[config.mk]
export PLATFORM = sky130hd
export DESIGN_NAME = bvm_vec_cell
export DESIGN_NICKNAME = d
export VERILOG_FILES = /design/src/sv/assert_macros.svh /design/src/sv/bvm_pkg.sv /design/src/sv/bvm_vec_cell.sv
export SDC_FILE = /design/constraint.sdc
export NUM_CORES = 1
export LEC_CHECK = 0
export ABC_CLOCK_PERIOD_IN_PS = 800
export BUFFER_PORTS_ARGS = -buffer_cell sky130_fd_sc_hd__clkbuf_2
export CAP_MARGIN = 20
export CORE_ASPECT_RATIO = 1.1
export CORE_MARGIN = 5
export CORE_UTILIZATION = 30
export DETAILED_ROUTE_END_ITERATION = 10
export PLACE_DENSITY = 0.5
export SYNTH_ARGS = -nofsm -noshare
export SYNTH_HDL_FRONTEND = slang
export SYNTH_SLANG_ARGS = --single-unit
[constraint.sdc]
create_clock -name clk -period 0.8 [get_ports clk]
set_clock_uncertainty 0.05 [all_clocks]
set_input_delay 0 -clock clk [delete_from_list [all_inputs] [get_ports clk]]
set_output_delay 0 -clock clk [all_outputs]
set_load 0.02 [all_outputs]
[src/sv/assert_macros.svh]
// Assertion helpers shared by the RTL.
`ifndef ASSERT_MACROS_SVH
`define ASSERT_MACROS_SVH

// prop must hold at every clock edge outside reset
`define ASSERT_CLK(label, clk, rst_n, prop) \
	label: assert property (@(posedge clk) disable iff (!rst_n) prop) \
		else $error("assertion failed: %m");

// expr must never be true outside reset
`define ASSERT_NEVER(label, clk, rst_n, expr) \
	label: assert property (@(posedge clk) disable iff (!rst_n) !(expr)) \
		else $error("forbidden condition: %m");

`endif

[src/sv/bvm_pkg.sv]
`timescale 1ns / 1ps
`default_nettype none
package bvm_pkg;

	localparam int CORDIC_STAGES_DEF = 16;
	localparam int ANG_W = 32;
	localparam int RW = 34;   // rotation datapath, Q2.30 plus headroom
	localparam int VW = 36;   // vectoring datapath
	localparam int CFG_IDX_W = 8;
	localparam logic signed [RW-1:0] K_INV = 34'sd652032874;
	localparam logic [ANG_W-1:0] HALF_TURN = 32'h8000_0000;
	localparam logic [ANG_W-1:0] QUARTER_TURN = 32'h4000_0000;
	localparam int VMG_LIMIT = 65535;

	typedef enum logic [CFG_IDX_W-1:0] {
		REG_MARK_LAT = 8'd0,
		REG_MARK_LON = 8'd1
	} cfg_reg_t;

	typedef struct packed {
		logic                 flip;
		logic signed [RW-1:0] z;
	} rot_prep_t;

	function automatic logic [ANG_W-1:0] arc_angle(input int unsigned i);
		logic [ANG_W-1:0] a;
		unique case (i)
			0: a = 32'd536870912;  1: a = 32'd316933406;  2: a = 32'd167458907;
			3: a = 32'd85004756;   4: a = 32'd42667331;   5: a = 32'd21354465;
			6: a = 32'd10680862;   7: a = 32'd5340245;    8: a = 32'd2670163;
			9: a = 32'd1335087;    10: a = 32'd667544;    11: a = 32'd333772;
			12: a = 32'd166886;    13: a = 32'd83443;     14: a = 32'd41722;
			15: a = 32'd20861;     16: a = 32'd10430;     17: a = 32'd5215;
			18: a = 32'd2608;      19: a = 32'd1304;      20: a = 32'd652;
			21: a = 32'd326;       22: a = 32'd163;       23: a = 32'd81;
			24: a = 32'd41;        25: a = 32'd20;        26: a = 32'd10;
			27: a = 32'd5;         28: a = 32'd3;         29: a = 32'd1;
			30: a = 32'd1;
			default: a = 32'd0;
		endcase
		return a;
	endfunction

	// fold angles beyond +-90 deg by a half turn, flag to negate the result
	function automatic rot_prep_t rot_prep(input logic [ANG_W-1:0] ang);
		rot_prep_t r;
		logic [ANG_W-1:0] t;
		logic [ANG_W-1:0] a;
		t = ang + QUARTER_TURN;
		r.flip = t[ANG_W-1];
		a = r.flip ? (ang - HALF_TURN) : ang;
		r.z = {{(RW-ANG_W){a[ANG_W-1]}}, a};
		return r;
	endfunction

	// Q2.30 product, floored to Q6.30 (VW bits)
	function automatic logic signed [VW-1:0] mulq(input logic signed [RW-1:0] a,
		input logic signed [RW-1:0] b);
		logic signed [2*RW-1:0] p;
		p = a * b;
		return p[30 +: VW];
	endfunction

endpackage
`default_nettype wire

[src/sv/bvm_vec_cell.sv]
`timescale 1ns / 1ps
`default_nettype none
module bvm_vec_cell #(
	parameter int STAGE = 0,
	parameter int PW = 1
) (
	input  logic                       clk,
	input  logic                       arst_n,
	input  logic                       in_vld,
	input  logic [bvm_pkg::VW-1:0]     in_east,
	input  logic [bvm_pkg::VW-1:0]     in_north,
	input  logic [bvm_pkg::ANG_W-1:0]  in_z,
	input  logic [PW-1:0]              in_pass,
	output logic                       out_vld,
	output logic [bvm_pkg::VW-1:0]     out_east,
	output logic [bvm_pkg::VW-1:0]     out_north,
	output logic [bvm_pkg::ANG_W-1:0]  out_z,
	output logic [PW-1:0]              out_pass
);
	import bvm_pkg::*;

	localparam logic [ANG_W-1:0] ARC = arc_angle(STAGE);

	logic [VW-1:0]    east_d, north_d;
	logic [ANG_W-1:0] z_d;

	always_comb begin
		if (!in_east[VW-1]) begin
			north_d = $signed(in_north) + ($signed(in_east) >>> STAGE);
			east_d  = $signed(in_east) - ($signed(in_north) >>> STAGE);
			z_d     = in_z + ARC;
		end else begin
			north_d = $signed(in_north) - ($signed(in_east) >>> STAGE);
			east_d  = $signed(in_east) + ($signed(in_north) >>> STAGE);
			z_d     = in_z - ARC;
		end
	end

	always_ff @(posedge clk or negedge arst_n) begin
		if (!arst_n) begin
			out_vld <= 1'b0;
		end else begin
			out_vld <= in_vld;
		end
	end

	always_ff @(posedge clk) begin
		out_east  <= east_d;
		out_north <= north_d;
		out_z     <= z_d;
		out_pass  <= in_pass;
	end

endmodule
`default_nettype wire

==> results.md <==
- Outcome: finished with violations
- Violated checks: negative hold slack, negative setup slack
- Leakage power figure: ~7.9 nW
- Cell at the root of the clock tree: sky130_fd_sc_hd__clkbuf_16
- Number of cells in the design after placement: 1966
- Remaining antenna violation count: 0
- Vertical extent of the die: 186 um
- Iteration-0 DRC Markers: 496
- Leading register cell type out of synthesis: sky130_fd_sc_hd__dfxtp_1
- Worst Hold Margin: -0.0692 ns
- Area overhead of the layout relative to synthesis: 101%
- Sinks on the clock net: 105
- Top cell type's share of synthesized area: 0.247
- Number of antenna violations at the first check in global routing: 0
- Final Hold Vio Count: 2
- Chip width: 170 um
- Largest voltage drop on the vdd net: 0.957 mV
- Startpoint type of the worst setup path: input pin
- Data arrival time of the critical path: 2.64 ns
- Placement-stage cell area: 0.0130 mm2
- Final GP Congestion: between 0.9 and 1
- Nets@finish: 1927
- Length of the first detailed-routing pass in iterations: 5
- Number of design rule violations left after detail routing: 0
- # H-tree levels: 3
- Final cell count without fillers: 2074
- List of cells traversed by the critical path: buf_8, ha_4, inv_2, fa_2, o21bai_4, o2111ai_4, a2111oi_4, o21ai_2, a211o_1, a211oi_4, buf_6, buf_12, o21ai_4, a21oi_2, xnor2_1
- Most area-consuming cells after synthesis: sky130_fd_sc_hd__dfxtp_1 25%, sky130_fd_sc_hd__ha_1 16%, sky130_fd_sc_hd__a21oi_1 8.4%
- Total Routing Usage GR: 0.220
- Fmax: 421 MHz
- Critical path peak fanout: 4
- Number of vias in the routed layout: between 10000 and 15000
- Sequential share of the synthesized area: 0.250
- Synth async-reset ratio: 0.00952
- Synthesized instance count: roughly 1100
- Critical Path End Type: flip-flop
- Post-route setup slack: -1.58 ns
- Cts bufs inserted: 9
- EDFF count, synth: 0
- Slowest stage cell, crit path: sky130_fd_sc_hd__a2111oi_4
- Via count of the first global-routing pass: between 10000 and 15000
- Post-synthesis instance area: 0.00844 mm2
- Period minus WS final: 2.38 ns
- Critical path start-end classification: input pin to flip-flop
- # setup viols final: 177
- Number of port buffers: 213
- Effective utilization at floorplan: 0.304
- Maximum number of pins on one net before global-route repair: 37
- Least-Margin Pin Slew: 0.610 ns
- WL final: 36.5 mm
- Number of ports placed on the die boundary: about 210
- Wire length of the first global-routing pass: 55.2 mm
- Cell row count: 64
- Maxcap violations: 0
- Number of flip-flops and latches in the synthesized netlist: around 110
- Library cell occupying the most area in the post-synthesis netlist: sky130_fd_sc_hd__dfxtp_1
- Maximum single-stage delay on the critical path: roughly 0.40 ns
- Syn_nets: 1293
- Share of final-layout standard cells stronger than drive strength 1: 0.589
- Final std cell area, no fill: 0.0170 mm2
- Distinct cells, synth: between 70 and 80
- Average routed wire per standard cell: about 18 um
- Buffer levels on the longest clock path: 2
- Type of the most critical hold path: input pin to flip-flop
- Area of the die: around 0.032 mm2
- Worst slew margin: 0.589
- Clock transition at the register clock pins on the worst setup and hold paths after CTS: around 0.090 ns
- Req. time, crit path: 1.06 ns
- Final worst path period share: 2.97
- Average vias per placed instance: 4.94
- Count of pins over their slew limit: 0
- Detailed Place HPWL: 27.5 mm
- Setup TNS: -86.24 ns
- Ys Warns: 0
- RSZ-0062 raised after global routing: yes
- Total inserted antenna cells: 0
- Power per standard cell area: 1560 mW/mm2
- GRT overflow: 0
- CTS tree: done
- Mean instance size in the synthesized netlist: just under 8 um2
- Area of the core: 0.0278 mm2
-- critical path: cells and delay by family --
family | cells | cell delay [ns]
compound gates | 8 | 1.62
fa+ha+maj | 2 | 0.50
buf+inv | 4 | 0.38
xor+xnor | 1 | 0.12
-- through the flow --
| step | hold WS [ns] | setup slack, ns | total power (W) | utilization |
|---|---|---|---|---|
| global route | -0.0642 | -1.67 | 0.0277 | 0.610 |
| floorplan | -0.346 | -1.66 | 0.0121 | - |
| finish | -0.0692 | -1.58 | 0.0264 | 0.610 |
| detailed placement | -0.274 | -2.20 | 0.0169 | 0.466 |
| CTS | -0.0148 | -1.63 | 0.0248 | 0.573 |
| global placement | -0.274 | -2.09 | 0.0169 | 0.466 |
-- cells by family after synthesis --
group                      Yosys count  synth area share
AOI/OAI and AO/OA                  365             0.277
and+or+nand+nor                    237             0.131
buffers and inverters              166            0.0787
adders and majority gates          113             0.171
DFF                                105             0.250
xor gates and xnor gates            68            0.0705
muxes                               18            0.0215
-- layer usage --
metal / wire [um] / vias up / global-route usage / part of all wire
li1: - / 5008 / - / -
met1: 15400 / 4845 / 0.274 / 0.42
met4: 1160 / 0 / 0.0802 / 0.032
met3: 1730 / 69 / 0.0304 / 0.047
met5: 0 / - / 0 / 0
met2: 18200 / 317 / 0.388 / 0.50
-- power breakdown --
part,leakage (nW),switching [W],internal [W],total (W)
registers,0.891,0.000718,0.00643,0.00715
clock network,0.149,0.00253,0.00224,0.00477
logic,6.87,0.00680,0.00769,0.0145
total,7.91,0.0100,0.0164,0.0264
-- repair_timing --
| action | in CTS | in global routing |
|---|---|---|
| hold buffers | 36 | 1 |
| hold endpoints to repair | 37 | 2 |
| resized for setup | 527 | 281 |
| buffers inserted | 29 | 40 |
| gates cloned | 0 | 1 |
| pin swaps | 112 | 122 |
| setup endpoints to repair | 178 | 178 |
-- path summary, 6_finish.rpt --
kind,startpoint,endpoint,cells after the start
max in group asynchronous,arst_n,out_vld,3
hold / removal,in_north[0],out_east[0],4
min in group asynchronous,arst_n,out_vld,3
setup / recovery,in_north[0],out_east[28],15
-- cell type report --
cell class | instances | area [um2]
inverter | 118 | 522
tap | 363 | 454
multi-input combinational | 801 | 7340
clock inverter | 7 | 76.3
clock buffer | 9 | 225
sequential | 105 | 2250
fill | 2335 | 10800
timing repair buffer | 671 | 6100
-- cells in the final DEF, fill, tap and decap left out, types with 25 or more instances in the layout --
cell type and instances:
sky130_fd_sc_hd__a21o_1 33, sky130_fd_sc_hd__buf_6 57, sky130_fd_sc_hd__buf_8 117, sky130_fd_sc_hd__buf_4 359, sky130_fd_sc_hd__dlygate4sd3_1 36, sky130_fd_sc_hd__ha_1 84
sky130_fd_sc_hd__clkbuf_2 94, sky130_fd_sc_hd__a21oi_2 41, sky130_fd_sc_hd__xnor2_1 48, sky130_fd_sc_hd__o21ai_0 25, sky130_fd_sc_hd__nor2_1 77, sky130_fd_sc_hd__dfxtp_2 100
sky130_fd_sc_hd__a21oi_1 90, sky130_fd_sc_hd__inv_1 98, sky130_fd_sc_hd__nand2_1 41
-- registers in the layout, summed over array words and instances, names as in the netlist --
| register | count |
|---|---|
| out_east | 36 |
| out_north | 35 |
| out_pass | 1 |
| out_vld | 1 |
| out_z | 32 |
-- Yosys cell counts (all sizes together) (3+ instances only) --
library cell and number:
or2 5, o21a 8, mux2i 17, ha 109, a311oi 3, o221ai 6, a2111oi 6, a41oi 3
nand3 10, o311ai 3, o211ai 8, inv 115, a211oi 18, o41ai 4, a211o 3, xnor2 64
a21o 33, nor3 16, o21bai 23, o22ai 5, o31ai 10, buf 26, nor2b 11, a221oi 3
nand2 50, clkbuf 22, a21boi 5, nand2b 9, and2 4, a31oi 5, nor2 97, nand4 15
dfxtp 104, a21oi 141, clkinv 3, o21ai 61, o2111ai 4, nor4 7, fa 4, xor2 4
Note: power is estimated with default switching activity, not from simulation.
