`src/sv/assert_macros.svh`:
```
// Assertion helpers shared by the RTL.
`ifndef ASSERT_MACROS_SVH
`define ASSERT_MACROS_SVH

// prop must hold at every clock edge outside reset
`define ASSERT_CLK(label, clk, rst_n, prop) \
	label: assert property (@(posedge clk) disable iff (!rst_n) prop) \
		else $error("assertion failed: %m");

// expr must never be true outside reset
`define ASSERT_NEVER(label, clk, rst_n, expr) \
	label: assert property (@(posedge clk) disable iff (!rst_n) !(expr)) \
		else $error("forbidden condition: %m");

`endif

```
`src/sv/bvm_pkg.sv`:
```
`timescale 1ns / 1ps
`default_nettype none
package bvm_pkg;

	localparam int CORDIC_STAGES_DEF = 16;
	localparam int ANG_W = 32;
	localparam int RW = 34;   // rotation datapath, Q2.30 plus headroom
	localparam int VW = 36;   // vectoring datapath
	localparam int CFG_IDX_W = 8;
	localparam logic signed [RW-1:0] K_INV = 34'sd652032874;
	localparam logic [ANG_W-1:0] HALF_TURN = 32'h8000_0000;
	localparam logic [ANG_W-1:0] QUARTER_TURN = 32'h4000_0000;
	localparam int VMG_LIMIT = 65535;

	typedef enum logic [CFG_IDX_W-1:0] {
		REG_MARK_LAT = 8'd0,
		REG_MARK_LON = 8'd1
	} cfg_reg_t;

	typedef struct packed {
		logic                 flip;
		logic signed [RW-1:0] z;
	} rot_prep_t;

	function automatic logic [ANG_W-1:0] arc_angle(input int unsigned i);
		logic [ANG_W-1:0] a;
		unique case (i)
			0: a = 32'd536870912;  1: a = 32'd316933406;  2: a = 32'd167458907;
			3: a = 32'd85004756;   4: a = 32'd42667331;   5: a = 32'd21354465;
			6: a = 32'd10680862;   7: a = 32'd5340245;    8: a = 32'd2670163;
			9: a = 32'd1335087;    10: a = 32'd667544;    11: a = 32'd333772;
			12: a = 32'd166886;    13: a = 32'd83443;     14: a = 32'd41722;
			15: a = 32'd20861;     16: a = 32'd10430;     17: a = 32'd5215;
			18: a = 32'd2608;      19: a = 32'd1304;      20: a = 32'd652;
			21: a = 32'd326;       22: a = 32'd163;       23: a = 32'd81;
			24: a = 32'd41;        25: a = 32'd20;        26: a = 32'd10;
			27: a = 32'd5;         28: a = 32'd3;         29: a = 32'd1;
			30: a = 32'd1;
			default: a = 32'd0;
		endcase
		return a;
	endfunction

	// fold angles beyond +-90 deg by a half turn, flag to negate the result
	function automatic rot_prep_t rot_prep(input logic [ANG_W-1:0] ang);
		rot_prep_t r;
		logic [ANG_W-1:0] t;
		logic [ANG_W-1:0] a;
		t = ang + QUARTER_TURN;
		r.flip = t[ANG_W-1];
		a = r.flip ? (ang - HALF_TURN) : ang;
		r.z = {{(RW-ANG_W){a[ANG_W-1]}}, a};
		return r;
	endfunction

	// Q2.30 product, floored to Q6.30 (VW bits)
	function automatic logic signed [VW-1:0] mulq(input logic signed [RW-1:0] a,
		input logic signed [RW-1:0] b);
		logic signed [2*RW-1:0] p;
		p = a * b;
		return p[30 +: VW];
	endfunction

endpackage
`default_nettype wire

```
`src/sv/bvm_rot_cell.sv`:
```
`timescale 1ns / 1ps
`default_nettype none
module bvm_rot_cell #(
	parameter int STAGE = 0,
	parameter int NL = 1,
	parameter int PW = 1
) (
	input  logic                                clk,
	input  logic                                arst_n,
	input  logic                                in_vld,
	input  logic [NL-1:0][bvm_pkg::RW-1:0]      in_x,
	input  logic [NL-1:0][bvm_pkg::RW-1:0]      in_y,
	input  logic [NL-1:0][bvm_pkg::RW-1:0]      in_z,
	input  logic [NL-1:0]                       in_flip,
	input  logic [PW-1:0]                       in_pass,
	output logic                                out_vld,
	output logic [NL-1:0][bvm_pkg::RW-1:0]      out_x,
	output logic [NL-1:0][bvm_pkg::RW-1:0]      out_y,
	output logic [NL-1:0][bvm_pkg::RW-1:0]      out_z,
	output logic [NL-1:0]                       out_flip,
	output logic [PW-1:0]                       out_pass
);
	import bvm_pkg::*;

	localparam logic signed [RW-1:0] ARC = {{(RW-ANG_W){1'b0}}, arc_angle(STAGE)};

	logic [NL-1:0][RW-1:0] x_d, y_d, z_d;

	always_comb begin
		for (int l = 0; l < NL; l++) begin
			if (!in_z[l][RW-1]) begin
				x_d[l] = $signed(in_x[l]) - ($signed(in_y[l]) >>> STAGE);
				y_d[l] = $signed(in_y[l]) + ($signed(in_x[l]) >>> STAGE);
				z_d[l] = $signed(in_z[l]) - ARC;
			end else begin
				x_d[l] = $signed(in_x[l]) + ($signed(in_y[l]) >>> STAGE);
				y_d[l] = $signed(in_y[l]) - ($signed(in_x[l]) >>> STAGE);
				z_d[l] = $signed(in_z[l]) + ARC;
			end
		end
	end

	always_ff @(posedge clk or negedge arst_n) begin
		if (!arst_n) begin
			out_vld <= 1'b0;
		end else begin
			out_vld <= in_vld;
		end
	end

	always_ff @(posedge clk) begin
		out_x    <= x_d;
		out_y    <= y_d;
		out_z    <= z_d;
		out_flip <= in_flip;
		out_pass <= in_pass;
	end

endmodule
`default_nettype wire

```
`config.mk`:
```
export PLATFORM = sky130hd
export DESIGN_NAME = bvm_rot_cell
export DESIGN_NICKNAME = d
export VERILOG_FILES = /design/src/sv/assert_macros.svh /design/src/sv/bvm_pkg.sv /design/src/sv/bvm_rot_cell.sv
export SDC_FILE = /design/constraint.sdc
export NUM_CORES = 1
export LEC_CHECK = 0
export BUFFER_PORTS_ARGS = -buffer_cell sky130_fd_sc_hd__buf_2
export CAP_MARGIN = 20
export CORE_ASPECT_RATIO = 0.5
export CORE_MARGIN = 3
export CORE_UTILIZATION = 54
export CTS_CLUSTER_SIZE = 10
export DETAILED_ROUTE_END_ITERATION = 8
export GPL_TIMING_DRIVEN = 0
export PLACE_DENSITY = 0.82
export RECOVER_POWER = 100
export SKIP_LAST_GASP = 1
export SYNTH_ARGS = -nofsm -noshare
export SYNTH_HDL_FRONTEND = slang
export SYNTH_SLANG_ARGS = --single-unit
```
`constraint.sdc`:
```
create_clock -name clk -period 0.8 [get_ports clk]
set_input_delay 0.04 -clock clk [delete_from_list [all_inputs] [get_ports clk]]
set_output_delay 0.04 -clock clk [all_outputs]
set_load 0.005 [all_outputs]
```
==> out/summary.md, run 1 <==
- **Core Area** 13800 sq um
- **synthesis-stage register bit count** 104
- **peak ir drop on the vdd network** 1.20 mV
- **Layout area overhead** 59.4%
- **relative slew slack** 0.249
- **most frequently used flop master after synthesis** sky130_fd_sc_hd__dfxtp_1
- **power density of the placed cells** 1700 nW/um^2
- **height of the die** 90.9 um
- **HP Start** in_z[30]
- **portion of the post-synthesis area used by sequential elements** 0.268
- **clock transition at the registers of the reported paths** 0.09 ns
- **worst setup path category** in -> reg
- **number of I/O pins** 212
- **first element of the critical path** in_x[24]
- **count of synthesis-stage warnings from yosys** 0
- **effective utilization at floorplan** 0.564
- **post-synthesis cell count** 957
- **Worst EP required** 1.07 ns
- **remaining global-route overflow** 0
- **Port Buf Inserts** 211
- **clock tree from TritonCTS** built
- **count of final setup violators** 173
- **net count of the mapped netlist** 1171
- **number of filler cells placed in the layout** 569
- **Setup WS post-layout** -1.88 ns
- **final count of pins violating max slew** 0
- **number of violations of the max-capacitance limit** 0
- **count of nets left with antenna violations after detail routing** 0
- **Synth cell types** 71
- **run status** complete, but fails checks
- **element type at the critical path end** register
- **critical path startpoint category** input pin
- **final clock period utilization by the worst path** 3.36
- **peak clock frequency supported by timing** 372 MHz
- **violated checks** design-rule violations, negative setup slack
- **first-pass GRT wire length** 47500 um
- **vias after detailed routing** 9736
- **antenna violations before repair** 0
- **actual transition at the worst max-transition pin** 1.13 ns
- **post-detail-place hpwl** 21000 um
- **largest net degree at the start of global routing** 22
- **TritonCTS Sinks** 104
- **unrepaired setup endpoints after global routing** true
- **critical path cell sequence** buf_2 -> inv_1 -> ha_2 -> nand2_1 -> or4_4 -> nor2_4 -> a21oi_1 -> a211oi_2 -> a31oi_1 -> a311oi_1 -> xnor2_1
- **drt wl/cell** 25.0 um
- **Hold WC Path Type** in -> reg
- **TritonCTS buffer count** 9
- **critical path arrival** 2.96 ns
- **Core Util, Final** 0.899
- **maximum root-to-sink buffer count** 2
- **final period demand of the worst path** 2.68 ns
- **Total Power Consumption** 21.1 mW
- **Row Count** 30
- **DIE WIDTH** 176 um
- **Root Driver** sky130_fd_sc_hd__clkbuf_16
- **average instance area after synthesis** 8.14 sq um
- **crit path max-delay cell type** sky130_fd_sc_hd__or4_4
- **Leak** 5.57 nW
- **global routing usage summed across all routing layers** 0.370
- **number of antenna repair diodes** 0
- **Hold Fails Final Rpt** 0
- **DRC violation count after routing** 130
- **share of flip-flops with an asynchronous set or reset after synthesis** 0.00962
- **routed wire length** 37200 um
- **fraction of final layout cells with drive strength greater than 1** 0.460
- **EDFF count, synth** 0
- **highest cell delay on the worst timing path** 0.57 ns
- **number of global-route vias before repair** 8599
- **via density per instance** 6.53
- **nets** 1508
- **routability congestion estimate from global placement** 0.987
- **Worst Path Max Fanout** 10
- **Pre-antenna DRT Iters** 9
- **Die ar.** 16000 sq um
- **CTS H-tree lvls** 3
- **post-synthesis instance area** 7790 sq um
- **DRT iter0 DRCs** 1474
## layout make-up
type	instances	area [sq um]	area share
well taps	192	240	0.0193
repair buffers	341	2530	0.204
clock buffers	9	225	0.0181
flip-flops and latches	104	2140	0.173
multi-input cells	704	6470	0.521
plain buffers	30	241	0.0194
inverters	104	490	0.0395
clock inverters	7	80.1	0.00645
## state kept, by name (all words and copies together), names as in the netlist
| signal | flops |
|---|---|
| out_pass | 1 |
| out_z | 34 |
| out_vld | 1 |
| out_y | 33 |
| out_flip | 1 |
| out_x | 34 |
## worst max-delay path, delay by kind of cell
family / cells / cell delay (ns)
adders and majority gates: 1 / 0.52
xor gates and xnor gates: 1 / 0.19
AOI/OAI and AO/OA: 4 / 1.06
buffers and inverters: 2 / 0.23
and+or+nand+nor: 3 / 0.92
## per-stage QoR
stage	area [sq um]	std cells	setup TNS [ns]	setup slack, ns	hold slack, ns
2_1_floorplan	8330	957	-72.51	-1.71	-0.256
3_3_place_gp	9630	1360	-110.97	-2.49	-0.185
3_5_place_dp	9630	1360	-113.99	-2.59	-0.180
4_1_cts	11200	1439	-75.46	-1.76	-0.00990
5_1_grt	12400	1491	-87.86	-1.88	0.0468
6_report	12400	1491	-85.12	-1.88	0.0588
## path summary, 6_finish.rpt
kind | to | slack (ns) | depth (start not counted)
worst max-delay path | out_y[33] | -1.88 | 11
worst min-delay path | out_z[30] | 0.06 | 2
max in group asynchronous | out_vld | 0.12 | 3
min in group asynchronous | out_vld | 0.56 | 3
## cell usage after synthesis (13+ instances only)
| master | n | area, sq um |
|---|---|---|
| sky130_fd_sc_hd__a211oi_1 | 14 | 105 |
| sky130_fd_sc_hd__ha_1 | 103 | 1290 |
| sky130_fd_sc_hd__clkbuf_1 | 33 | 124 |
| sky130_fd_sc_hd__nand2_1 | 44 | 165 |
| sky130_fd_sc_hd__mux2i_1 | 16 | 160 |
| sky130_fd_sc_hd__a21oi_1 | 125 | 626 |
| sky130_fd_sc_hd__o21bai_1 | 24 | 180 |
| sky130_fd_sc_hd__nor2_1 | 68 | 255 |
| sky130_fd_sc_hd__inv_1 | 97 | 364 |
| sky130_fd_sc_hd__o21ai_0 | 44 | 220 |
| sky130_fd_sc_hd__nand2b_1 | 13 | 81.3 |
| sky130_fd_sc_hd__dfxtp_1 | 103 | 2060 |
| sky130_fd_sc_hd__a21o_1 | 19 | 143 |
| sky130_fd_sc_hd__nand3_1 | 14 | 70.1 |
| sky130_fd_sc_hd__xnor2_1 | 59 | 517 |
## where the power goes
group,internal [mW],switching (mW),leakage (nW)
registers,6.20,0.375,0.881
logic,4.39,5.35,4.55
clock network,2.24,2.52,0.146
## logic make-up (layout without fill, tap and decap cells)
logic type      Yosys count  after routing  share of synthesized area
flops                   104            104                      0.268
simple gates            191            191                      0.116
buf+inv                 149            491                     0.0748
xor+xnor                 67             67                     0.0753
fa+ha+maj               107            107                      0.176
mux                      16             16                     0.0206
compound gates          323            323                      0.270
## cells in the final DEF, fill, tap and decap left out, types with 8 or more instances in the layout
master,count
sky130_fd_sc_hd__buf_4,73
sky130_fd_sc_hd__buf_2,159
sky130_fd_sc_hd__o21ai_2,14
sky130_fd_sc_hd__clkbuf_16,9
sky130_fd_sc_hd__nand3_1,12
sky130_fd_sc_hd__o21bai_1,20
sky130_fd_sc_hd__a21oi_2,27
sky130_fd_sc_hd__clkbuf_1,14
sky130_fd_sc_hd__dfxtp_1,58
sky130_fd_sc_hd__nand2b_1,10
sky130_fd_sc_hd__nand2_1,39
sky130_fd_sc_hd__buf_6,71
sky130_fd_sc_hd__inv_1,80
sky130_fd_sc_hd__o21ai_0,23
sky130_fd_sc_hd__inv_2,11
sky130_fd_sc_hd__a31oi_1,8
sky130_fd_sc_hd__xnor2_1,55
sky130_fd_sc_hd__xor2_1,8
sky130_fd_sc_hd__a21o_1,19
sky130_fd_sc_hd__dfxtp_2,45
sky130_fd_sc_hd__mux2i_1,11
sky130_fd_sc_hd__nor2_1,59
sky130_fd_sc_hd__a21oi_1,84
sky130_fd_sc_hd__o21ai_4,10
sky130_fd_sc_hd__a21oi_4,15
sky130_fd_sc_hd__ha_1,81
sky130_fd_sc_hd__ha_4,20
sky130_fd_sc_hd__dlygate4sd3_1,36
## what timing repair did
action / in CTS / in global routing
pin swaps: 91 / 83
setup endpoints to repair: 173 / 171
hold buffers: 36 / 0
endpoints found under the hold margin: 36 / 0
setup buffers: 37 / 60
resized for setup: 167 / 221
## layer usage
layer,track usage,share of wire,wire length (um)
met5,0,0.00056,21
met4,0.103,0.061,2260
met3,0.0769,0.13,4650
met2,0.593,0.45,16600
met1,0.506,0.37,13700
Power figures use the tool's default switching activity.
==> inputs of run 2 (changes only) <==
--- a/config.mk
+++ b/config.mk
@@ -9,11 +9,11 @@
 export CAP_MARGIN = 20
 export CORE_ASPECT_RATIO = 0.5
 export CORE_MARGIN = 3
-export CORE_UTILIZATION = 54
+export CORE_UTILIZATION = 49
 export CTS_CLUSTER_SIZE = 10
 export DETAILED_ROUTE_END_ITERATION = 8
 export GPL_TIMING_DRIVEN = 0
-export PLACE_DENSITY = 0.82
+export PLACE_DENSITY = 0.78
 export RECOVER_POWER = 100
 export SKIP_LAST_GASP = 1
 export SYNTH_ARGS = -nofsm -noshare
==> constraint.sdc (replaced) <==
create_clock -name clk -period 2.2 [get_ports clk]
set_input_delay 0.11 -clock clk [delete_from_list [all_inputs] [get_ports clk]]
set_output_delay 0.11 -clock clk [all_outputs]
set_load 0.005 [all_outputs]
==> run 2 against run 1 <==
  * The run ends with negative setup slack left
  * Clock power is 64% lower
  * Core utilization is 15 points lower
  * Die area is 9.7% higher
  * Critical endpoint is now out_x[31]
  * Highest routed layer unchanged
==> out/summary.md, run 2 (synthesized netlist as in run 1, its figures left out) <==
- **unrepaired setup endpoints after global routing** true
- **Port Buf Inserts** 211, unchanged
- **element type at the critical path end** register
- **routability congestion estimate from global placement** 0.946, -4.1%
- **clock tree from TritonCTS** built
- **DIE WIDTH** 184 um, +4.8%
- **Worst Path Max Fanout** 10, unchanged
- **remaining global-route overflow** 0, unchanged
- **effective utilization at floorplan** 0.519, -0.0450
- **capture endpoint of the worst hold path** out_x[0]
- **maximum root-to-sink buffer count** 2, unchanged
- **first-pass GRT wire length** 46600 um, -1.9%
- **vias after detailed routing** 8914, -8.4%
- **Row Count** 31, +3.3%
- **Pre-antenna DRT Iters** 7, -2
- **Die ar.** 17500 sq um, +9.7%
- **final period demand of the worst path** 2.69 ns
- **HP Start** in_y[0]
- **TritonCTS Sinks** 104, unchanged
- **critical path cell sequence** buf_2 -> inv_1 -> ha_1 -> clkbuf_4 -> clkinvlp_4 -> a21oi_1 -> o31ai_1 -> a221oi_2 -> a211oi_4 -> buf_4 -> o2111ai_2 -> nor3b_4 -> o22ai_2 -> xnor2_1
- **global routing usage summed across all routing layers** 0.340, -0.0305
- **first element of the critical path** in_x[14]
- **antenna violations before repair** 1, +1
- **final count of pins violating max slew** 0, unchanged
- **violated checks** negative setup slack
- **run status** complete, but fails checks
- **most common cell after layout, fill and taps aside** sky130_fd_sc_hd__buf_2
- **crit path max-delay cell type** sky130_fd_sc_hd__a221oi_2
- **Worst EP required** 2.44 ns, +1.37 ns
- **area used by sequential logic in the layout** 2090 sq um, -2.6%
- **number of filler cells placed in the layout** 1095, +92%
- **power density of the placed cells** 623 nW/um^2, -63%
- **Leak** 4.98 nW, -11%
- **Layout area overhead** 44.1%
- **number of I/O pins** 212, unchanged
- **Flop pwr share** 0.335, +0.023
- **footprint of the multi-input gates** 6050 sq um, -6.5%
- **Core Area** 15000 sq um, +8.7%
- **combinational group share of total power** 0.424, -0.038
- **number of violations of the max-capacitance limit** 0, unchanged
- **count of nets left with antenna violations after detail routing** 0, unchanged
- **final clock period utilization by the worst path** 1.22
- **Int Pwr** 4.32 mW, -66%
- **relative slew slack** 0.157, -0.0920
- **WHS** 0.0190 ns, -0.0398 ns
- **number of antenna repair diodes** 0, unchanged
- **commonest non-fill, non-tap cells in the layout** 117 x sky130_fd_sc_hd__buf_2, 104 x sky130_fd_sc_hd__clkbuf_1, 103 x sky130_fd_sc_hd__dfxtp_1
- **Core Util, Final** 0.748, -0.151
- **DRC violation count after routing** 0, -100%
- **largest net degree at the start of global routing** 20, -9.1%
- **number of cells traversed by the worst hold path** 3, +1
- **TritonCTS buffer count** 9, unchanged
- **actual transition at the worst max-transition pin** 1.26 ns, +0.138 ns
- **Psw** 2.68 mW, -67%
- **CTS H-tree lvls** 3, unchanged
- **switching power share of the total** 0.383, -0.00823
- **highest cell delay on the worst timing path** 0.40 ns, -0.17 ns
- **fraction of final layout cells with drive strength greater than 1** 0.302, -0.158
- **Root Driver** sky130_fd_sc_hd__clkbuf_16
- **worst setup path category** in -> reg
- **nets** 1484, -1.6%
- **drt wl/cell** 22.2 um, -11%
- **count of final setup violators** 40, -77%
- **clock group share of total power** 0.241, +0.015
- **number of global-route vias before repair** 8620, +0.24%
- **Setup WS post-layout** -0.486 ns, +1.40 ns
- **DRT iter0 DRCs** 1131, -23%
- **via density per instance** 6.05, -7.3%
- **Hold Fails Final Rpt** 0, unchanged
- **post-detail-place hpwl** 21600 um, +2.6%
- **height of the die** 95.2 um, +4.7%
- **peak clock frequency supported by timing** 372 MHz
- **clock transition at the registers of the reported paths** 0.08 ns, about the same
- **critical path startpoint category** input pin
- **routed wire length** 32700 um, -12%
- **Hold WC Path Type** in -> reg
- **Largest regs** out_x: 34 flops, out_z: 34 flops, out_y: 33 flops
- **peak ir drop on the vdd network** 0.480 mV, -60%
- **critical path arrival** 2.92 ns, -0.04 ns
==> run 2: changes by cell type in the layout (fill, tap and decap cells not counted), sizes merged <==
cell / change
inv: -1
dlygate4sd3: -2
clkbuf: +89
buf: -110
==> run 2: area by class of cell <==
| cell class | count | share of cell area |
|---|---|---|
| clock buffers | 10 | 0.0213 |
| flip-flops and latches | 104 | 0.186 |
| clock inverters | 6 | 0.00546 |
| well taps | 198 | 0.0221 |
| plain buffers | 33 | 0.0179 |
| multi-input cells | 704 | 0.539 |
| inverters | 104 | 0.0382 |
| repair buffers | 314 | 0.170 |
==> run 2: what timing repair did <==
item / CTS / global route
hold buffers: 34 / 0
pin swaps: 63 / 82
resized for setup: 111 / 121
setup buffers: 44 / 27
endpoints found under the hold margin: 34 / 0
setup endpoints to repair: 44 / 40
==> run 2: stage by stage <==
step           worst slack, ns  instances  total power, mW  TNS (ns)  cell area, sq um
2_1_floorplan           -0.383        957             3.73     -4.45              7950
3_3_place_gp             -1.24       1366             4.60    -33.14              9260
3_5_place_dp             -1.23       1366             4.65    -34.61              9260
4_1_cts                 -0.470       1450             6.64     -7.08             10700
5_1_grt                 -0.564       1473             7.31    -13.10             11200
6_report                -0.486       1473             7.00    -10.64             11200
==> run 2: power by group through the flow <==
| stage | sequential [mW] | combinational (mW) | clock [mW] |
|---|---|---|---|
| final | 2.35 | 2.97 | 1.69 |
| after global routing | 2.37 | 3.16 | 1.78 |
| after CTS | 2.31 | 2.64 | 1.68 |
| after detailed placement | 2.35 | 2.29 | 0 |
| after global placement | 2.34 | 2.26 | 0 |
| after floorplan | 2.40 | 1.33 | 0 |
==> run 2: layer usage <==
| layer | vias to the layer above | part of all wire | track usage |
|---|---|---|---|
| met1 | 4220 | 0.42 | 0.462 |
| met4 | 2 | 0.033 | 0.103 |
| met2 | 619 | 0.44 | 0.545 |
| met3 | 127 | 0.11 | 0.0724 |
| met5 | - | 0.00031 | 0 |
| li1 | 3946 | - | - |
==> run 2: how the worst max path moves through the flow <==
stage                     depth (start not counted)  slack [ns]        end
after floorplan                                  12       -0.38  out_y[30]
after global placement                           13       -1.24  out_x[27]
after detailed placement                         13       -1.23  out_x[33]
after CTS                                        12       -0.47  out_y[30]
after global routing                             14       -0.56  out_x[31]
final                                            14       -0.49  out_x[31]
==> run 2: critical path, delay by kind of cell <==
| kind | cells | cell delay (ns) |
|---|---|---|
| AO/OA/AOI/OAI | 6 | 1.25 |
| buffers and inverters | 5 | 0.79 |
| AND/OR/NAND/NOR | 1 | 0.30 |
| adder cells (fa/ha/maj) | 1 | 0.28 |
| XOR/XNOR | 1 | 0.18 |
